==> src/rtl/intfmt_pkg.sv <==
// Package for the integer field formatter: state and segment codes, ASCII
// constants and the digit-to-character function. No dependencies.
`default_nettype none

package intfmt_pkg;

   // Controller states, one-hot.
   typedef enum logic [4:0] {
      ST_IDLE = 5'b00001,
      ST_CONV = 5'b00010,
      ST_SIZE = 5'b00100,
      ST_PLAN = 5'b01000,
      ST_EMIT = 5'b10000
   } state_type;

   // Format modes as carried on the request.
   localparam logic [2:0] MODE_SDEC = 3'd0;
   localparam logic [2:0] MODE_UDEC = 3'd1;
   localparam logic [2:0] MODE_HEXL = 3'd2;
   localparam logic [2:0] MODE_HEXU = 3'd3;
   localparam logic [2:0] MODE_CHAR = 3'd4;

   // Output segments, emitted in this order.
   typedef logic [2:0] seg_type;
   localparam seg_type SEG_LEAD  = 3'd0;
   localparam seg_type SEG_SIGN  = 3'd1;
   localparam seg_type SEG_PRE   = 3'd2;
   localparam seg_type SEG_ZPAD  = 3'd3;
   localparam seg_type SEG_PREC  = 3'd4;
   localparam seg_type SEG_DIG   = 3'd5;
   localparam seg_type SEG_TRAIL = 3'd6;
   localparam int      SEG_COUNT = 7;

   // Decimal digits held in BCD and hex digits held as nibbles.
   localparam int DIGITS    = 10;
   localparam int VALUE_W   = 32;
   localparam int BIT_CNT_W = 5;

   localparam logic [7:0] CH_SPACE = 8'h20;
   localparam logic [7:0] CH_PLUS  = 8'h2B;
   localparam logic [7:0] CH_MINUS = 8'h2D;
   localparam logic [7:0] CH_ZERO  = 8'h30;
   localparam logic [7:0] CH_LX    = 8'h78;
   localparam logic [7:0] CH_UX    = 8'h58;
   localparam logic [7:0] CH_LA    = 8'h61;
   localparam logic [7:0] CH_UA    = 8'h41;

   function automatic logic [7:0] nibble_char(input logic [3:0] nib, input logic upper);
      logic [7:0] base;
      base = upper ? CH_UA : CH_LA;
      if (nib < 4'd10) begin
         nibble_char = CH_ZERO + {4'd0, nib};
      end else begin
         nibble_char = base + {4'd0, nib - 4'd10};
      end
   endfunction

endpackage

`default_nettype wire

==> src/rtl/integer_field_formatter_core.sv <==
// Top level of the integer field formatter: formats one 32-bit operand as a
// printf-style field and streams it out one character per cycle, pausing at segment steps.
// Depends on intfmt_pkg.
//
//   channel   ports                                    handshake
//   --------  ---------------------------------------  -------------------------------
//   request   start, busy, req_*                       taken when start high, busy low
//   result    rsp_valid, rsp_out_char, rsp_last_char   one-cycle strobe, always taken
//
// Decimal requests pass through the bit-serial binary-to-BCD converter; hex and
// character requests skip it. Sizing runs through the SIZE and PLAN states, then EMIT
// sends the characters and steps across the seven segments, with no output on a step.
// A synchronous reset returns the controller to idle. The receiver cannot stall, and
// busy drops as the final character reaches the result ports.
`default_nettype none

module integer_field_formatter_core #(
   parameter int MAX_FIELD = 64
) (
   input  wire logic        clock,
   input  wire logic        reset,
   input  wire logic        start,
   output logic             busy,
   input  wire logic [2:0]  req_mode,
   input  wire logic [31:0] req_value,
   input  wire logic        req_left_justify,
   input  wire logic        req_zero_fill,
   input  wire logic        req_force_plus,
   input  wire logic        req_space_sign,
   input  wire logic        req_alt_form,
   input  wire logic [6:0]  req_field_width,
   input  wire logic        req_precision_given,
   input  wire logic [5:0]  req_precision_digits,
   output logic             rsp_valid,
   output logic [7:0]       rsp_out_char,
   output logic             rsp_last_char
);

   import intfmt_pkg::*;

   // Counters are sized to hold the longest field.
   localparam int CNT_W = $clog2(MAX_FIELD + 1);
   localparam logic [CNT_W-1:0] WIDTH_MAX = CNT_W'(MAX_FIELD);
   localparam logic [CNT_W-1:0] PREC_MAX  = CNT_W'(MAX_FIELD - 2);

   state_type state_ff, state_in;

   // Request fields held for the whole formatting run.
   logic             is_char_ff, is_char_in;
   logic             upper_ff, upper_in;
   logic             minus_ff, minus_in;
   logic             zpad_ff, zpad_in;
   logic             has_prec_ff, has_prec_in;
   logic             has_sign_ff, has_sign_in;
   logic             has_pre_ff, has_pre_in;
   logic [7:0]       sign_char_ff, sign_char_in;
   logic [7:0]       raw_char_ff, raw_char_in;
   logic [CNT_W-1:0] width_ff, width_in;
   logic [CNT_W-1:0] prec_ff, prec_in;

   // Bit-serial converter: magnitude shifts out at the top, BCD fills in.
   logic [VALUE_W-1:0]   mag_ff, mag_in;
   logic [4*DIGITS-1:0]  bcd_ff, bcd_in;
   logic [4*DIGITS-1:0]  bcd_adj;
   logic [BIT_CNT_W-1:0] bit_cnt_ff, bit_cnt_in;

   // Field sizing.
   logic [3:0]       ndig_ff, ndig_in;
   logic [CNT_W-1:0] prec_zeros_ff, prec_zeros_in;
   logic [CNT_W-1:0] content_ff, content_in;
   logic [3:0]       ndig_scan;
   logic [CNT_W-1:0] pad;

   // Emission: one character count per segment and a total for the last flag.
   logic [CNT_W-1:0] cnt_ff [SEG_COUNT];
   logic [CNT_W-1:0] cnt_in [SEG_COUNT];
   seg_type          cur_ff, cur_in;
   logic [CNT_W-1:0] remain_ff, remain_in;

   logic       valid_ff, valid_in;
   logic [7:0] char_ff, char_in;
   logic       last_ff, last_in;

   logic [3:0] dig_idx;
   logic [3:0] dig_nib;
   logic [7:0] seg_char;
   logic [VALUE_W-1:0] neg_value;

   assign busy          = (state_ff != ST_IDLE);
   assign rsp_valid     = valid_ff;
   assign rsp_out_char  = char_ff;
   assign rsp_last_char = last_ff;

   assign neg_value = VALUE_W'(0) - req_value;

   // Shift-add-3 correction, applied to each BCD digit independently.
   always_comb begin
      for (int i = 0; i < DIGITS; i++) begin
         if (bcd_ff[4*i +: 4] >= 4'd5) begin
            bcd_adj[4*i +: 4] = bcd_ff[4*i +: 4] + 4'd3;
         end else begin
            bcd_adj[4*i +: 4] = bcd_ff[4*i +: 4];
         end
      end
   end

   // Count of significant digits, at least one.
   always_comb begin
      ndig_scan = 4'd1;
      for (int i = 0; i < DIGITS; i++) begin
         if (bcd_ff[4*i +: 4] != 4'd0) begin
            ndig_scan = 4'(i + 1);
         end
      end
   end

   assign pad = (width_ff > content_ff) ? (width_ff - content_ff) : '0;

   // Digits leave most significant first: the digit count walks down the index.
   assign dig_idx = 4'(cnt_ff[SEG_DIG] - CNT_W'(1));

   always_comb begin
      dig_nib = 4'd0;
      for (int i = 0; i < DIGITS; i++) begin
         if (dig_idx == 4'(i)) begin
            dig_nib = bcd_ff[4*i +: 4];
         end
      end
   end

   always_comb begin
      case (cur_ff)
         SEG_LEAD:  seg_char = CH_SPACE;
         SEG_SIGN:  seg_char = sign_char_ff;
         SEG_PRE: begin
            if (cnt_ff[SEG_PRE] == CNT_W'(2)) begin
               seg_char = CH_ZERO;
            end else begin
               seg_char = upper_ff ? CH_UX : CH_LX;
            end
         end
         SEG_ZPAD:  seg_char = CH_ZERO;
         SEG_PREC:  seg_char = CH_ZERO;
         SEG_DIG:   seg_char = is_char_ff ? raw_char_ff : nibble_char(dig_nib, upper_ff);
         SEG_TRAIL: seg_char = CH_SPACE;
         default:   seg_char = CH_SPACE;
      endcase
   end

   always_comb begin
      state_in      = state_ff;
      is_char_in    = is_char_ff;
      upper_in      = upper_ff;
      minus_in      = minus_ff;
      zpad_in       = zpad_ff;
      has_prec_in   = has_prec_ff;
      has_sign_in   = has_sign_ff;
      has_pre_in    = has_pre_ff;
      sign_char_in  = sign_char_ff;
      raw_char_in   = raw_char_ff;
      width_in      = width_ff;
      prec_in       = prec_ff;
      mag_in        = mag_ff;
      bcd_in        = bcd_ff;
      bit_cnt_in    = bit_cnt_ff;
      ndig_in       = ndig_ff;
      prec_zeros_in = prec_zeros_ff;
      content_in    = content_ff;
      cnt_in        = cnt_ff;
      cur_in        = cur_ff;
      remain_in     = remain_ff;
      valid_in      = 1'b0;
      char_in       = char_ff;
      last_in       = 1'b0;

      case (state_ff)
         ST_IDLE: begin
            if (start) begin
               // Modes five to seven fall through to unsigned decimal.
               is_char_in  = (req_mode == MODE_CHAR);
               upper_in    = (req_mode == MODE_HEXU);
               minus_in    = req_left_justify;
               // Minus cancels zero; a precision or character mode disables it too.
               zpad_in     = !req_left_justify && req_zero_fill && !req_precision_given
                             && (req_mode != MODE_CHAR);
               has_prec_in = req_precision_given && (req_mode != MODE_CHAR);
               raw_char_in = req_value[7:0];
               width_in    = (req_field_width > 7'(MAX_FIELD)) ? WIDTH_MAX
                                                               : CNT_W'(req_field_width);
               prec_in     = (req_precision_digits > 6'(MAX_FIELD - 2)) ? PREC_MAX
                                                               : CNT_W'(req_precision_digits);
               has_pre_in  = req_alt_form && (req_value != '0)
                             && ((req_mode == MODE_HEXL) || (req_mode == MODE_HEXU));
               // Sign priority: negative, then plus, then space.
               has_sign_in  = 1'b0;
               sign_char_in = CH_SPACE;
               mag_in       = req_value;
               if (req_mode == MODE_SDEC) begin
                  if (req_value[VALUE_W-1]) begin
                     has_sign_in  = 1'b1;
                     sign_char_in = CH_MINUS;
                     mag_in       = neg_value;
                  end else if (req_force_plus) begin
                     has_sign_in  = 1'b1;
                     sign_char_in = CH_PLUS;
                  end else if (req_space_sign) begin
                     has_sign_in  = 1'b1;
                  end
               end
               bit_cnt_in = '0;
               if ((req_mode == MODE_HEXL) || (req_mode == MODE_HEXU)
                   || (req_mode == MODE_CHAR)) begin
                  bcd_in   = {8'd0, req_value};
                  state_in = ST_SIZE;
               end else begin
                  bcd_in   = '0;
                  state_in = ST_CONV;
               end
            end
         end

         ST_CONV: begin
            bcd_in     = {bcd_adj[4*DIGITS-2:0], mag_ff[VALUE_W-1]};
            mag_in     = {mag_ff[VALUE_W-2:0], 1'b0};
            bit_cnt_in = bit_cnt_ff + BIT_CNT_W'(1);
            if (bit_cnt_ff == BIT_CNT_W'(VALUE_W - 1)) begin
               state_in = ST_SIZE;
            end
         end

         ST_SIZE: begin
            if (is_char_ff) begin
               ndig_in       = 4'd1;
               prec_zeros_in = '0;
               content_in    = CNT_W'(1);
            end else begin
               ndig_in = ndig_scan;
               if (has_prec_ff && (prec_ff > CNT_W'(ndig_scan))) begin
                  prec_zeros_in = prec_ff - CNT_W'(ndig_scan);
               end else begin
                  prec_zeros_in = '0;
               end
               content_in = CNT_W'(has_sign_ff) + (has_pre_ff ? CNT_W'(2) : CNT_W'(0))
                            + prec_zeros_in + CNT_W'(ndig_scan);
            end
            state_in = ST_PLAN;
         end

         ST_PLAN: begin
            cnt_in[SEG_LEAD]  = (!minus_ff && !zpad_ff) ? pad : '0;
            cnt_in[SEG_SIGN]  = (has_sign_ff && !is_char_ff) ? CNT_W'(1) : '0;
            cnt_in[SEG_PRE]   = has_pre_ff ? CNT_W'(2) : '0;
            cnt_in[SEG_ZPAD]  = zpad_ff ? pad : '0;
            cnt_in[SEG_PREC]  = prec_zeros_ff;
            cnt_in[SEG_DIG]   = CNT_W'(ndig_ff);
            cnt_in[SEG_TRAIL] = minus_ff ? pad : '0;
            cur_in            = SEG_LEAD;
            remain_in         = content_ff + pad;
            state_in          = ST_EMIT;
         end

         ST_EMIT: begin
            if (cnt_ff[cur_ff] != '0) begin
               cnt_in[cur_ff] = cnt_ff[cur_ff] - CNT_W'(1);
               remain_in      = remain_ff - CNT_W'(1);
               valid_in       = 1'b1;
               char_in        = seg_char;
               if (remain_ff == CNT_W'(1)) begin
                  last_in  = 1'b1;
                  state_in = ST_IDLE;
               end
            end else if (cur_ff != SEG_TRAIL) begin
               // Empty segment: step to the next one without output.
               cur_in = cur_ff + seg_type'(1);
            end else begin
               state_in = ST_IDLE;
            end
         end

         default: begin
            state_in = ST_IDLE;
         end
      endcase
   end

   always_ff @(posedge clock) begin
      if (reset) begin
         state_ff <= ST_IDLE;
         valid_ff <= 1'b0;
         last_ff  <= 1'b0;
      end else begin
         state_ff <= state_in;
         valid_ff <= valid_in;
         last_ff  <= last_in;
      end
   end

   always_ff @(posedge clock) begin
      is_char_ff    <= is_char_in;
      upper_ff      <= upper_in;
      minus_ff      <= minus_in;
      zpad_ff       <= zpad_in;
      has_prec_ff   <= has_prec_in;
      has_sign_ff   <= has_sign_in;
      has_pre_ff    <= has_pre_in;
      sign_char_ff  <= sign_char_in;
      raw_char_ff   <= raw_char_in;
      width_ff      <= width_in;
      prec_ff       <= prec_in;
      mag_ff        <= mag_in;
      bcd_ff        <= bcd_in;
      bit_cnt_ff    <= bit_cnt_in;
      ndig_ff       <= ndig_in;
      prec_zeros_ff <= prec_zeros_in;
      content_ff    <= content_in;
      cnt_ff        <= cnt_in;
      cur_ff        <= cur_in;
      remain_ff     <= remain_in;
      char_ff       <= char_in;
   end

endmodule

`default_nettype wire
==> config.mk <==
export PLATFORM = sky130hd
export DESIGN_NAME = integer_field_formatter_core
export DESIGN_NICKNAME = d
export VERILOG_FILES = /design/src/rtl/intfmt_pkg.sv /design/src/rtl/integer_field_formatter_core.sv
export SDC_FILE = /design/constraint.sdc
export NUM_CORES = 1
export LEC_CHECK = 0
export BUFFER_PORTS_ARGS = -buffer_cell sky130_fd_sc_hd__buf_2
export CAP_MARGIN = 0
export CORE_MARGIN = 2
export CORE_UTILIZATION = 29
export CTS_CLUSTER_DIAMETER = 30
export CTS_CLUSTER_SIZE = 20
export DETAILED_ROUTE_END_ITERATION = 10
export SLEW_MARGIN = 0
export SYNTH_ARGS = -nofsm -noshare
export SYNTH_HDL_FRONTEND = slang
export SYNTH_SLANG_ARGS = --single-unit
==> constraint.sdc <==
create_clock -name clock -period 14.15 [get_ports clock]
set_clock_uncertainty 0.15 [all_clocks]
set_input_delay 0 -clock clock [delete_from_list [all_inputs] [get_ports clock]]
set_output_delay 0 -clock clock [all_outputs]
set_load 0.01 [all_outputs]
# Yosys cells after proc, flatten, opt, wreduce, memory -nomap -nowiden
# Cells that the tools add are included.
# word_totals
ff_bits	206
in_bits	57
output_inout_bits	11
word_cells	235
# classes
n_addsub	25
magnitude_cmp	17
n_eq_ne	35
mux	80
n_bitwise	4
reduce_logical	42
# op_table
cell	count
$mux 32	4
$mux 4	29
$pmux 49 s2	1
$mux 7	12
$pmux 40 s2	1
$pmux 32 s2	1
$bwmux 49	1
$mux 49	1
$ge 4x3->1 const B	10
$mux 40	1
$add 4x2->4 const B	9
$reduce_bool 4->1	9
$pmux 8 s4	1
$reduce_bool 32->1	1
$sub 1x32->32 const A	1
$mux 5	6
$pmux 5 s5	1
$bmux 7 s3	1
$demux 7 s3	1
$eq 4x3->1 const B	4
$mux 8	2
$add 7x7->7	2
$pmux 7 s2	1
$sub 7x1->7 const B	2
other kinds (54)	101

# Logic depth before layout (Yosys ltp)
# Gate-level depths: netlist (run 1).
# logic_depth
word_depth	17
ltp_mapped	25
depth_no_buf	25

# Worst setup path before layout (run 1)
# No wires, ideal clock.
# synth_path
path_type	reg-to-reg
start	reg state_ff[1]
end	reg bcd_ff[0] (enable)
setup_ns	0.619
t_arrival_ns	6.308
required_ns	13.381
setup_slack_ns	7.072
path_stages_with_launch	4
path_buffers	0
period_less_slack_ns	7.078
cell_sequence	dfxtp_1 nor3_1 nand3b_1 o21ai_0
# synth_between
elab_chain_cells	3
elab_cells_between_ends	5
cone_classes	3 x eq/ne; 2 x reduce/logical
# synth_rtl
item	line	text
from (decl)	integer_field_formatter_core.sv:46	state_type state_ff, state_in;
from (signal assigned)	integer_field_formatter_core.sv:292	state_ff <= state_in;
$eq 5x1->1 / $eq 5x2->1 (equally long branches)	integer_field_formatter_core.sv:176	case (state_ff)
$ne 2x2->1 (no source line) / $reduce_bool 2->1 (equally long branches)	n/a	
$reduce_and 2->1 (no source line) *	n/a	
to (signal assigned)	integer_field_formatter_core.sv:311	bcd_ff <= bcd_in;
to (decl)	integer_field_formatter_core.sv:63	logic [4*DIGITS-1:0] bcd_ff, bcd_in;
# Mark *: on every way between the ends. The rest lies on a longest branch, timed or not.
# A chain may end at the register's enable or synchronous reset.

# Worst setup path in the final report (run 1)
# layout_path
start	reg bcd_ff[12]
end	reg content_ff[5], data pin
# layout_between
elab_chain_cells	15
elab_cells_between_ends	16
cone_classes	3 x add/sub; 1 x order compare; 10 x mux; 2 x reduce/logical
# layout_rtl
item	line	text
$reduce_bool 4->1 *	integer_field_formatter_core.sv:111	if (bcd_ff[4*i +: 4] != 4'd0) begin
$mux 4 * (7 in a row)	integer_field_formatter_core.sv:111	
net ndig_scan[0]	integer_field_formatter_core.sv:71	logic [3:0] ndig_scan;
$gt 7x4->1	integer_field_formatter_core.sv:238	if (has_prec_ff && (prec_ff > CNT_W'(ndig_scan))) begin
$logic_and 1x1->1	integer_field_formatter_core.sv:238	
$mux 7	integer_field_formatter_core.sv:238	
$mux 7	integer_field_formatter_core.sv:232	if (is_char_ff) begin
$mux 7	integer_field_formatter_core.sv:176	
$add 7x7->7	integer_field_formatter_core.sv:244	+ prec_zeros_in + CNT_W'(ndig_scan);
$add 7x4->7 *	integer_field_formatter_core.sv:244	
to (signal assigned)	integer_field_formatter_core.sv:315	content_ff <= content_in;
to (decl)	integer_field_formatter_core.sv:70	logic [CNT_W-1:0] content_ff, content_in;
# The timed path passes the listed nets; every way through them passes the cells marked *. The select of a mux whose other input is x is not followed.

==> results of run 1 <==
==> where the power goes <==
part | switching [µW] | internal [µW]
sequential | 31.1 | 706
clock | 236 | 227
combinational | 145 | 97.9
==> cell families (layout without fill, tap and decap cells) <==
kind of cell	count (synthesis)	after routing
XOR/XNOR	77	77
flip-flops	200	200
AO/OA/AOI/OAI	323	323
adder cells (fa/ha/maj)	61	61
AND/OR/NAND/NOR	408	408
multiplexers	20	20
buffers and inverters	132	244
==> final cells by class <==
cell class | instances | area share
clock buffer | 18 | 0.0306
inverter | 76 | 0.0203
clock inverter | 14 | 0.00722
tap | 532 | 0.0474
multi-input combinational | 889 | 0.400
sequential | 200 | 0.423
timing repair buffer | 136 | 0.0717
==> layer usage <==
metal	routed length, µm	vias up	GRT usage	part of all wire
met1	14500	4519	0.199	0.46
met2	15000	268	0.242	0.47
met3	1480	39	0.0215	0.047
met4	754	0	0.0559	0.024
li1	-	4610	-	-
met5	0	-	0	0
==> layout by cell type (no fill, tap or decap), types with 10 or more instances in the layout <==
cell	count
dlygate4sd3_1	61
a21oi_1	79
clkbuf_16	17
buf_2	67
o31ai_1	16
xor2_1	37
nor3b_1	10
xnor2_1	40
mux2i_1	15
edfxtp_1	193
o21ai_0	114
ha_1	55
nor3_1	24
nor2_1	101
nand2b_1	18
nand2_1	149
nor2b_1	23
o22ai_1	26
inv_1	76
nand3_1	25
==> worst max path at each step <==
| stage | from | to | slack, ns | depth (start not counted) |
|---|---|---|---|---|
| global route | bcd_ff[24] | content_ff[5] | 8.17 | 24 |
| global placement | bcd_ff[24] | content_ff[5] | 8.84 | 24 |
| floorplan | state_ff[1] | bcd_ff[0] | 7.07 | 3 |
| CTS | bcd_ff[12] | content_ff[5] | 8.67 | 25 |
| finish | bcd_ff[12] | content_ff[5] | 8.69 | 25 |
| detailed placement | bcd_ff[12] | content_ff[5] | 8.69 | 25 |
==> worst reg2reg max path, delay by kind of cell, from the launching register on <==
family	cells	cell delay (ns)
buffers and inverters	5	0.45
and+or+nand+nor	4	0.33
AOI/OAI and AO/OA	10	2.24
DFF	1	0.44
adders and majority gates	5	1.43
xor gates and xnor gates	1	0.13
==> registers in the layout, indices dropped and copies added (netlist names), 3 cells and up <==
signal         flops
width_ff           7
cur_ff             3
bit_cnt_ff         5
mag_ff            32
prec_zeros_ff      7
ndig_ff            4
remain_ff          7
rsp_out_char       8
sign_char_ff       3
state_ff           5
bcd_ff            40
prec_ff            6
raw_char_ff        8
cnt_ff            49
content_ff         7
==> metrics by stage <==
stage / instances / util / setup slack (ns) / cell area, µm²
2_1_floorplan: 1221 / - / 7.07 / 12000
3_3_place_gp: 1772 / 0.316 / 8.84 / 12900
3_5_place_dp: 1772 / 0.316 / 8.69 / 12900
4_1_cts: 1865 / 0.344 / 8.67 / 14000
5_1_grt: 1865 / 0.344 / 8.17 / 14000
6_report: 1865 / 0.344 / 8.69 / 14000
==> parameters.txt, run 1 <==
Parameter                              Value

Final layout
  Number of antenna cells inserted    0
  Layout cell share with drive strength beyond 1    0.0938
  Combined flip-flop and latch cell area    5940 µm²
  Net count of the finished layout    1438
  Area used by multi-input combinational logic    5610 µm²
  Filler cell count    4091
  Area growth from synthesis to final layout    16.7%

STA
  Final Cycle Share    0.386
  Hold Violations, Final    0
  Total negative setup slack    0 ns
  Final setup violating endpoints    0
  RSZ-0062 raised after global routing    false
  Shortest clock period the worst path allows after layout    between 5 and 6 ns
  Count of pins over their slew limit    0
  Transition time of the tightest slew-check pin    around 1.1 ns
  Headroom to the max-slew limit    0.296
  Maximum frequency from static timing analysis    0.183 GHz
  Final-layout worst hold slack    0.126 ns

Yosys
  Post-synth top area cell    edfxtp_1
  Ys flop type    edfxtp_1
  Number of unique standard cell types used by synthesis    68
  Number of synthesized flops with an enable pin    193
  Share of synthesized cell area in and, or, nand and nor gates    0.160
  Synthesized cell area    12000 µm²
  Most frequently used cell type in the post-synthesis netlist    edfxtp_1
  Biggest area contributors in the synthesized netlist    edfxtp_1 48%, ha_1 5.7%, o21ai_0 4.8%
  Synth Area in Compound Gates    0.164
  Count of yosys warnings during synthesis    0
  Combinational family with the most area after synthesis    compound AO/OA/AOI/OAI gates
  Post-synthesis xor/xnor area fraction    0.0561
  FFs w/ async S/R, synth    0
  Multiplexer area fraction after synthesis    0.0172
  Top cells by instance count after synthesis    193 x edfxtp_1, 149 x nand2_1, 115 x o21ai_0
  Share of Yosys cell area claimed by the top area cell type    0.482
  Post-synthesis adder-cell area fraction    0.0672
  Post-synthesis sequential element count    200
  Proportion of synthesized chip area in sequential cells    0.494
  Synthesized netlist net count    1339
  Post-Synthesis Cells    1221
  Mean instance size in the synthesized netlist    around 9.8 µm²

Worst setup path
  WP data required    14.18 ns
  Critical path startpoint category    register
  Most used cell along the critical path    inv_1
  Setup slack on the worst flop-to-flop path    8.69 ns
  Family with the most delay on the worst path    compound AO/OA/AOI/OAI gates
  Reg-to-reg critical path endpoint    content_ff[5]
  Slowest stage cell, crit path    o31ai_1
  Critical Path Sink Type    register
  Worst reg-to-reg path cell count    25
  Buffers and inverters on the worst path    5
  Peak per-stage delay on the critical path    0.68 ns
  Type of the worst setup path    register to register
  Highest net fanout along the worst path    9
  Startpoint of the worst register-to-register path    bcd_ff[12]
  Worst EP arrival    5.50 ns

Clock tree
  Resized Gates After CTS    0
  CTS Hold Bufs    approximately 60
  Skew-Pair Late Insertion Delay    0.46 ns
  Clock tree from TritonCTS    yes
  H-tree Lvls    4
  Worst-path clk slew    around 0.070 ns
  CTS Buf Count    17
  Total number of clock tree sinks    200
  CTS root buf    clkbuf_16
  Number of post-CTS setup repair buffers    0
  Maximum count of clock buffers along a single path    2

Floorplan
  Core Footprint    about 40000 µm²
  I/O Pins    68
  Starting density of the core    0.294
  Site Rows    74
  Vert. Die Dim    208 µm
  Horizontal die dimension    about 210 µm
  Floorplan die area    about 43000 µm²

Global route
  First-pass GRT wire length    50900 µm
  Pin count of the biggest net entering global routing    78
  Overall Global Routing Usage    0.148
  Via count of the first global-routing pass    between 9000 and 10000
  Number of antenna violations at the first check in global routing    0
  Remaining global-route overflow    0

Place
  Post-DP HPWL    22800 µm
  Last weighted congestion value of the routability-driven placer    approximately 0.87
  Port-buffer cells    67

Min path
  Hold-critical path endpoint    minus_ff
  Critical hold path startpoint    req_left_justify
  Hold WC Path Type    input port to register
  Hold depth    2

Flow run
  Max-capacitance violation count    0

Route
  # DRC    0
  Starting DRT DRC Count    865
  Wire length reported by the detailed router    31700 µm
  Final ANT Viol Nets    0
  Via density per instance    5.06
  Total via count in the routed design    ~9400
  DR pass1 iterations    5
  Average wire per cell in the routed design    17.0 µm

Power
  Power density over the cells    103 nW/µm²
  Static Leakage    0.00510 µW
  Power after layout    1440 µW
  Max IR drop VDD    0.0000951 V

Run status
  Result of the run    finished, final reports clean
Power figures use the tool's default switching activity.
==> run 2, diff against run 1 <==
==> constraint.sdc (replaced) <==
create_clock -name clock -period 4.8 [get_ports clock]
set_clock_uncertainty 0.15 [all_clocks]
set_input_delay 0 -clock clock [delete_from_list [all_inputs] [get_ports clock]]
set_output_delay 0 -clock clock [all_outputs]
set_load 0.01 [all_outputs]
==> run 2 against run 1 <==
Compared with the run above:
- die area is the same
- final cell count grew 2.0%
- global-route usage shrank 0.32 points
- combinational power grew to 3.3 times the previous value
- via count grew 2.5%
- final area grew 3.1%
==> parameters.txt, run 2 (synthesis gave the netlist of run 1 again) <==
Parameter                              Value

Power
  Static Leakage    0.00532 µW
  Power density over the cells    304 nW/µm²
  Power after layout    around 4400 µW
  Max IR drop VDD    0.000215 V

Place
  Setup WS pre-CTS    -0.00382 ns
  Port-buffer cells    67
  Last weighted congestion value of the routability-driven placer    0.897
  Post-DP HPWL    23100 µm

Floorplan
  Core Footprint    approximately 41000 µm²
  Floorplan die area    43100 µm²
  I/O Pins    68
  Horizontal die dimension    slightly above 200 µm
  Vert. Die Dim    around 210 µm
  Site Rows    74
  Starting density of the core    0.294

Global route
  Routing usage on met3    0.0162
  First-pass GRT wire length    50100 µm
  Global routing's busiest layer    met2
  Pin count of the biggest net entering global routing    78
  Number of antenna violations at the first check in global routing    0
  Met2 Track Usage GR    0.237
  M1 GR Usage    0.200
  Via count of the first global-routing pass    about 9200
  Overall Global Routing Usage    0.145
  Remaining global-route overflow    0

Worst setup path
  Critical path startpoint category    register
  Highest net fanout along the worst path    8
  Type of the worst setup path    register to register
  Worst EP arrival    between 4 and 5 ns
  Critical Path Sink Type    register
  WP data required    4.83 ns

Clock tree
  CTS Buf Count    17
  CTS root buf    clkbuf_16
  Skew-Pair Late Insertion Delay    0.45 ns
  Maximum count of clock buffers along a single path    2
  Total number of clock tree sinks    200
  Worst-path clk slew    0.08 ns
  H-tree Lvls    4
  Clock tree from TritonCTS    yes

STA
  Final worst setup slack    0.302 ns
  Final setup violating endpoints    0
  Transition time of the tightest slew-check pin    ~1.1 ns
  Count of pins over their slew limit    0
  Maximum frequency from static timing analysis    0.222 GHz
  Shortest clock period the worst path allows after layout    4.50 ns
  Final Cycle Share    0.937
  Hold Violations, Final    0
  Headroom to the max-slew limit    0.299

Route
  Final ANT Viol Nets    0
  DR pass1 iterations    6
  # DRC    0
  Starting DRT DRC Count    756
  Via density per instance    5.08
  Average wire per cell in the routed design    about 17 µm
  Wire length reported by the detailed router    31900 µm
  Total via count in the routed design    9674

Final layout
  Max FFs per register    49
  Commonest cells after routing, fill and taps aside    193 x edfxtp_1, 147 x nand2_1, 112 x o21ai_0, 99 x nor2_1, 77 x a21oi_1
  Number of antenna cells inserted    0
  Leading registers by flop count    cnt_ff (49), bcd_ff (40), mag_ff (32)
  Area growth from synthesis to final layout    20.4%
  Layout cell share with drive strength beyond 1    0.141
  Register bank with the most flops    cnt_ff
  Most common cell after layout, fill and taps aside    edfxtp_1
  Net count of the finished layout    between 1000 and 1500

Min path
  Hold WC Path Type    input port to register

Run status
  Result of the run    finished, final reports clean

Flow run
  Max-capacitance violation count    0
-- run 2: critical path, stage by stage (launching register included) --
cell and delay, ns:
edfxtp_1 0.44, inv_1 0.16, ha_4 0.18, a31o_2 0.15
a31oi_2 0.07, o21ai_1 0.16, a21oi_2 0.09, buf_4 0.15
ha_1 0.19, nor2b_1 0.11, o21a_1 0.15, o21ai_2 0.07
a21boi_1 0.18, o31ai_2 0.09, buf_4 0.17, or2_2 0.28
fa_1 0.36, inv_1 0.07, ha_2 0.17, inv_1 0.05
fa_2 0.34, inv_1 0.06, a21o_1 0.11, a21oi_1 0.07
xnor2_1 0.16, nor2_1 0.05
-- run 2: layout make-up --
| type | instances | area (µm²) |
|---|---|---|
| Sequential cell | 200 | 5940 |
| Fill cell | 4025 | 26400 |
| Clock inverter | 15 | 156 |
| Multi-Input combinational cell | 889 | 5710 |
| Inverter | 76 | 285 |
| Clock buffer | 17 | 425 |
| Timing Repair Buffer | 174 | 1280 |
| Tap cell | 532 | 666 |
-- run 2: report_power, final --
| group | switching, µW | internal (µW) |
|---|---|---|
| Clock | 738 | 696 |
| Combinational | 457 | 339 |
| Sequential | 82.3 | 2080 |
-- run 2: worst paths after layout --
check / from / cells past startpoint / endpoint / slack [ns]
min reg2reg: ndig_ff[2] / 2 / cnt_ff[9] / 0.38
max reg2reg: bcd_ff[8] / 25 / content_ff[5] / 0.30
max: bcd_ff[8] / 25 / content_ff[5] / 0.30
min: req_mode[1] / 3 / upper_ff / 0.06
-- run 2: what timing repair did --
action | 4_1_cts | 5_1_grt
resized for setup | 1 | 29
hold buffers | 58 | 0
setup buffers | 0 | 7
pin swaps | 2 | 6
endpoints found under the setup margin | 1 | 5
hold endpoints to repair | 101 | 0
-- run 2: metrics by stage --
stage | area [µm²] | TNS [ns] | hold slack, ns | util | instances
after floorplan | 12000 | 0 | -0.0776 | - | 1221
after CTS | 14300 | 0 | 0.0565 | 0.350 | 1896
after global placement | 13100 | 0 | 0.0453 | 0.322 | 1806
final | 14500 | 0 | 0.0562 | 0.354 | 1903
after global routing | 14500 | -0.0439 | 0.0759 | 0.354 | 1903
after detailed placement | 13100 | -0.00382 | 0.0490 | 0.322 | 1806
-- run 2: layer usage --
layer / vias up / part of all wire
met5: - / 0
met4: 0 / 0.024
met3: 45 / 0.045
met2: 277 / 0.47
met1: 4667 / 0.46
li1: 4685 / -
==> run 3, diff against run 2 <==
--- a/config.mk
+++ b/config.mk
@@ -8,7 +8,7 @@
 export BUFFER_PORTS_ARGS = -buffer_cell sky130_fd_sc_hd__buf_2
 export CAP_MARGIN = 0
 export CORE_MARGIN = 2
-export CORE_UTILIZATION = 29
+export CORE_UTILIZATION = 45
 export CTS_CLUSTER_DIAMETER = 30
 export CTS_CLUSTER_SIZE = 20
 export DETAILED_ROUTE_END_ITERATION = 10
==> run 3 against run 2 <==
Compared with the run above:
- the run now ends with DRC left
- register-to-register slack worse by 0.07 ns
- final area shrank 1.7%
- largest power group unchanged
- combinational power barely moved
- setup slack got worse by 0.070 ns
- critical endpoint unchanged
- non-clock buffer count increased by 1
==> parameters.txt, run 3 (synthesis gave the netlist of run 1 again) <==
Parameter                              Value

Route
  Average wire per cell in the routed design    18.5 µm
  # DRC    10
  Via density per instance    approximately 5.7
  DR pass1 iterations    8
  Wire length reported by the detailed router    31600 µm
  Total via count in the routed design    9670
  Starting DRT DRC Count    a little over 900
  Final ANT Viol Nets    0

Worst setup path
  Critical Path Sink Type    register
  Setup crit start    bcd_ff[32]
  Slowest stage cell, crit path    edfxtp_1
  Critical path startpoint category    register
  Peak per-stage delay on the critical path    0.42 ns
  Worst EP arrival    4.61 ns
  Most used cell along the critical path    inv_1
  Sequence of cells on the critical path    inv_2 > ha_2 > nor3b_4 > nand2_2 > a21oi_2 > nor2_2 > ha_1 > nor2b_1 > o21a_1 > o21ai_2 > a21boi_0 > o31ai_1 > inv_1 > nand2_1 > fa_1 > inv_1 > ha_2 > inv_1 > fa_2 > inv_1 > a21o_1 > a21oi_1 > xnor2_1 > nor2_1
  Type of the worst setup path    register to register
  WP data required    a little under 5 ns
  Highest net fanout along the worst path    4
  Startpoint of the worst register-to-register path    bcd_ff[32]

Clock tree
  Skew-Pair Late Insertion Delay    0.44 ns
  H-tree Lvls    4
  CTS root buf    clkbuf_16
  Maximum count of clock buffers along a single path    2
  Total number of clock tree sinks    200
  Worst-path clk slew    0.07 ns
  Clock tree from TritonCTS    yes
  CTS Buf Count    17

Min path
  Hold WC Path Type    input port to register
  Critical hold path startpoint    req_mode[2]

Final layout
  Area growth from synthesis to final layout    18.3%
  Number of non-filler instances in the completed layout    ~1700
  Layout cell share with drive strength beyond 1    0.136
  Final standard cell utilization of the core    0.544
  Leading registers by flop count    cnt_ff (49), bcd_ff (40), mag_ff (32)
  Combined flip-flop and latch cell area    5940 µm²
  Max FFs per register    49
  Filler cell count    2377
  Area used by multi-input combinational logic    about 5700 µm²
  Net count of the finished layout    1477
  Register bank with the most flops    cnt_ff
  Commonest cells after routing, fill and taps aside    193 x edfxtp_1, 147 x nand2_1, 112 x o21ai_0, 98 x nor2_1, 77 x a21oi_1
  Most common cell after layout, fill and taps aside    edfxtp_1

Place
  Placed insts    roughly 1600
  Last weighted congestion value of the routability-driven placer    0.845
  Port-buffer cells    between 60 and 70
  Post-DP HPWL    22500 µm

Global route
  Pin count of the biggest net entering global routing    58
  Remaining global-route overflow    0
  Overall Global Routing Usage    0.228
  First-pass GRT wire length    49900 µm
  Number of antenna violations at the first check in global routing    0
  Via count of the first global-routing pass    9008

Floorplan
  Core Footprint    26100 µm²
  Site Rows    roughly 60
  Floorplan die area    28000 µm²
  Starting density of the core    0.460
  I/O Pins    68
  Horizontal die dimension    167 µm
  Vert. Die Dim    167 µm

Power
  Power after layout    4380 µW
  Static Leakage    0.00531 µW
  Max IR drop VDD    0.000227 V
  Power density over the cells    308 nW/µm²

STA
  Transition time of the tightest slew-check pin    about 1.0 ns
  Count of pins over their slew limit    0
  Headroom to the max-slew limit    0.325
  Shortest clock period the worst path allows after layout    4.57 ns
  Hold Violations, Final    0
  Maximum frequency from static timing analysis    0.219 GHz
  Final-layout worst hold slack    between 0.04 and 0.05 ns
  Final Cycle Share    0.952
  Final setup violating endpoints    0

Run status
  Failing checks    DRC
  Result of the run    finished, violations left

Flow run
  Max-capacitance violation count    0
==> run 3: cell types whose count changed in the layout (fill, tap and decap cells not counted), sizes merged <==
cell and delta:
dlygate4sd3 +1, bufinv +2, clkbuf +2, diode +1
inv -6
==> run 3: metal layers <==
metal  global-route usage  wire, µm  up-vias
li1                     -         -     4679
met1                0.346     15100     4623
met2                0.343     14100      333
met3               0.0338      2020       35
met4               0.0541       445        0
met5                    0         0        -
==> run 3: final cells by class <==
class / count / area share
sequential: 200 / 0.418
multi-input combinational: 889 / 0.402
timing repair buffer: 175 / 0.0910
clock buffer: 19 / 0.0305
tap: 335 / 0.0295
inverter: 76 / 0.0201
clock inverter: 11 / 0.00880
antenna: 1 / 0.000176
==> run 3: worst max-delay path, delay by kind of cell (launching register included) <==
family / cells / cell delay (ns)
xor gates and xnor gates: 1 / 0.14
buffers and inverters: 5 / 0.40
DFF: 1 / 0.42
adders and majority gates: 5 / 1.42
and+or+nand+nor: 6 / 0.72
AOI/OAI and AO/OA: 7 / 1.05
==> run 3: path summary, 6_finish.rpt <==
check | cells after the start | endpoint | slack [ns]
setup / recovery | 24 | content_ff[5] | 0.23
hold / removal | 3 | upper_ff | 0.05
hold reg to reg | 2 | cnt_ff[9] | 0.37
setup reg to reg | 24 | content_ff[5] | 0.23
==> run 3: power by group <==
part,internal (µW),leakage [µW],switching (µW),total (µW)
combinational,335,0.00312,463,798
sequential,2080,0.00192,80.0,2160
clock,765,0.000271,660,1420
==> run 3: what timing repair did <==
| item | in CTS | in global routing |
|---|---|---|
| pin swaps | 0 | 8 |
| hold buffers | 59 | 0 |
| endpoints found under the setup margin | 1 | 4 |
| setup buffers | 0 | 11 |
| gates resized for setup | 2 | 27 |
| hold endpoints to repair | 101 | 0 |
==> run 3: per-stage QoR <==
step / cell area [µm²] / setup WS (ns) / setup TNS, ns
after floorplan: 12000 / 0.00632 / 0
after global placement: 12900 / 0.108 / 0
after detailed placement: 12900 / -0.0179 / -0.0179
after CTS: 14000 / 0.0323 / 0
after global routing: 14200 / -0.0461 / -0.0461
final: 14200 / 0.232 / 0
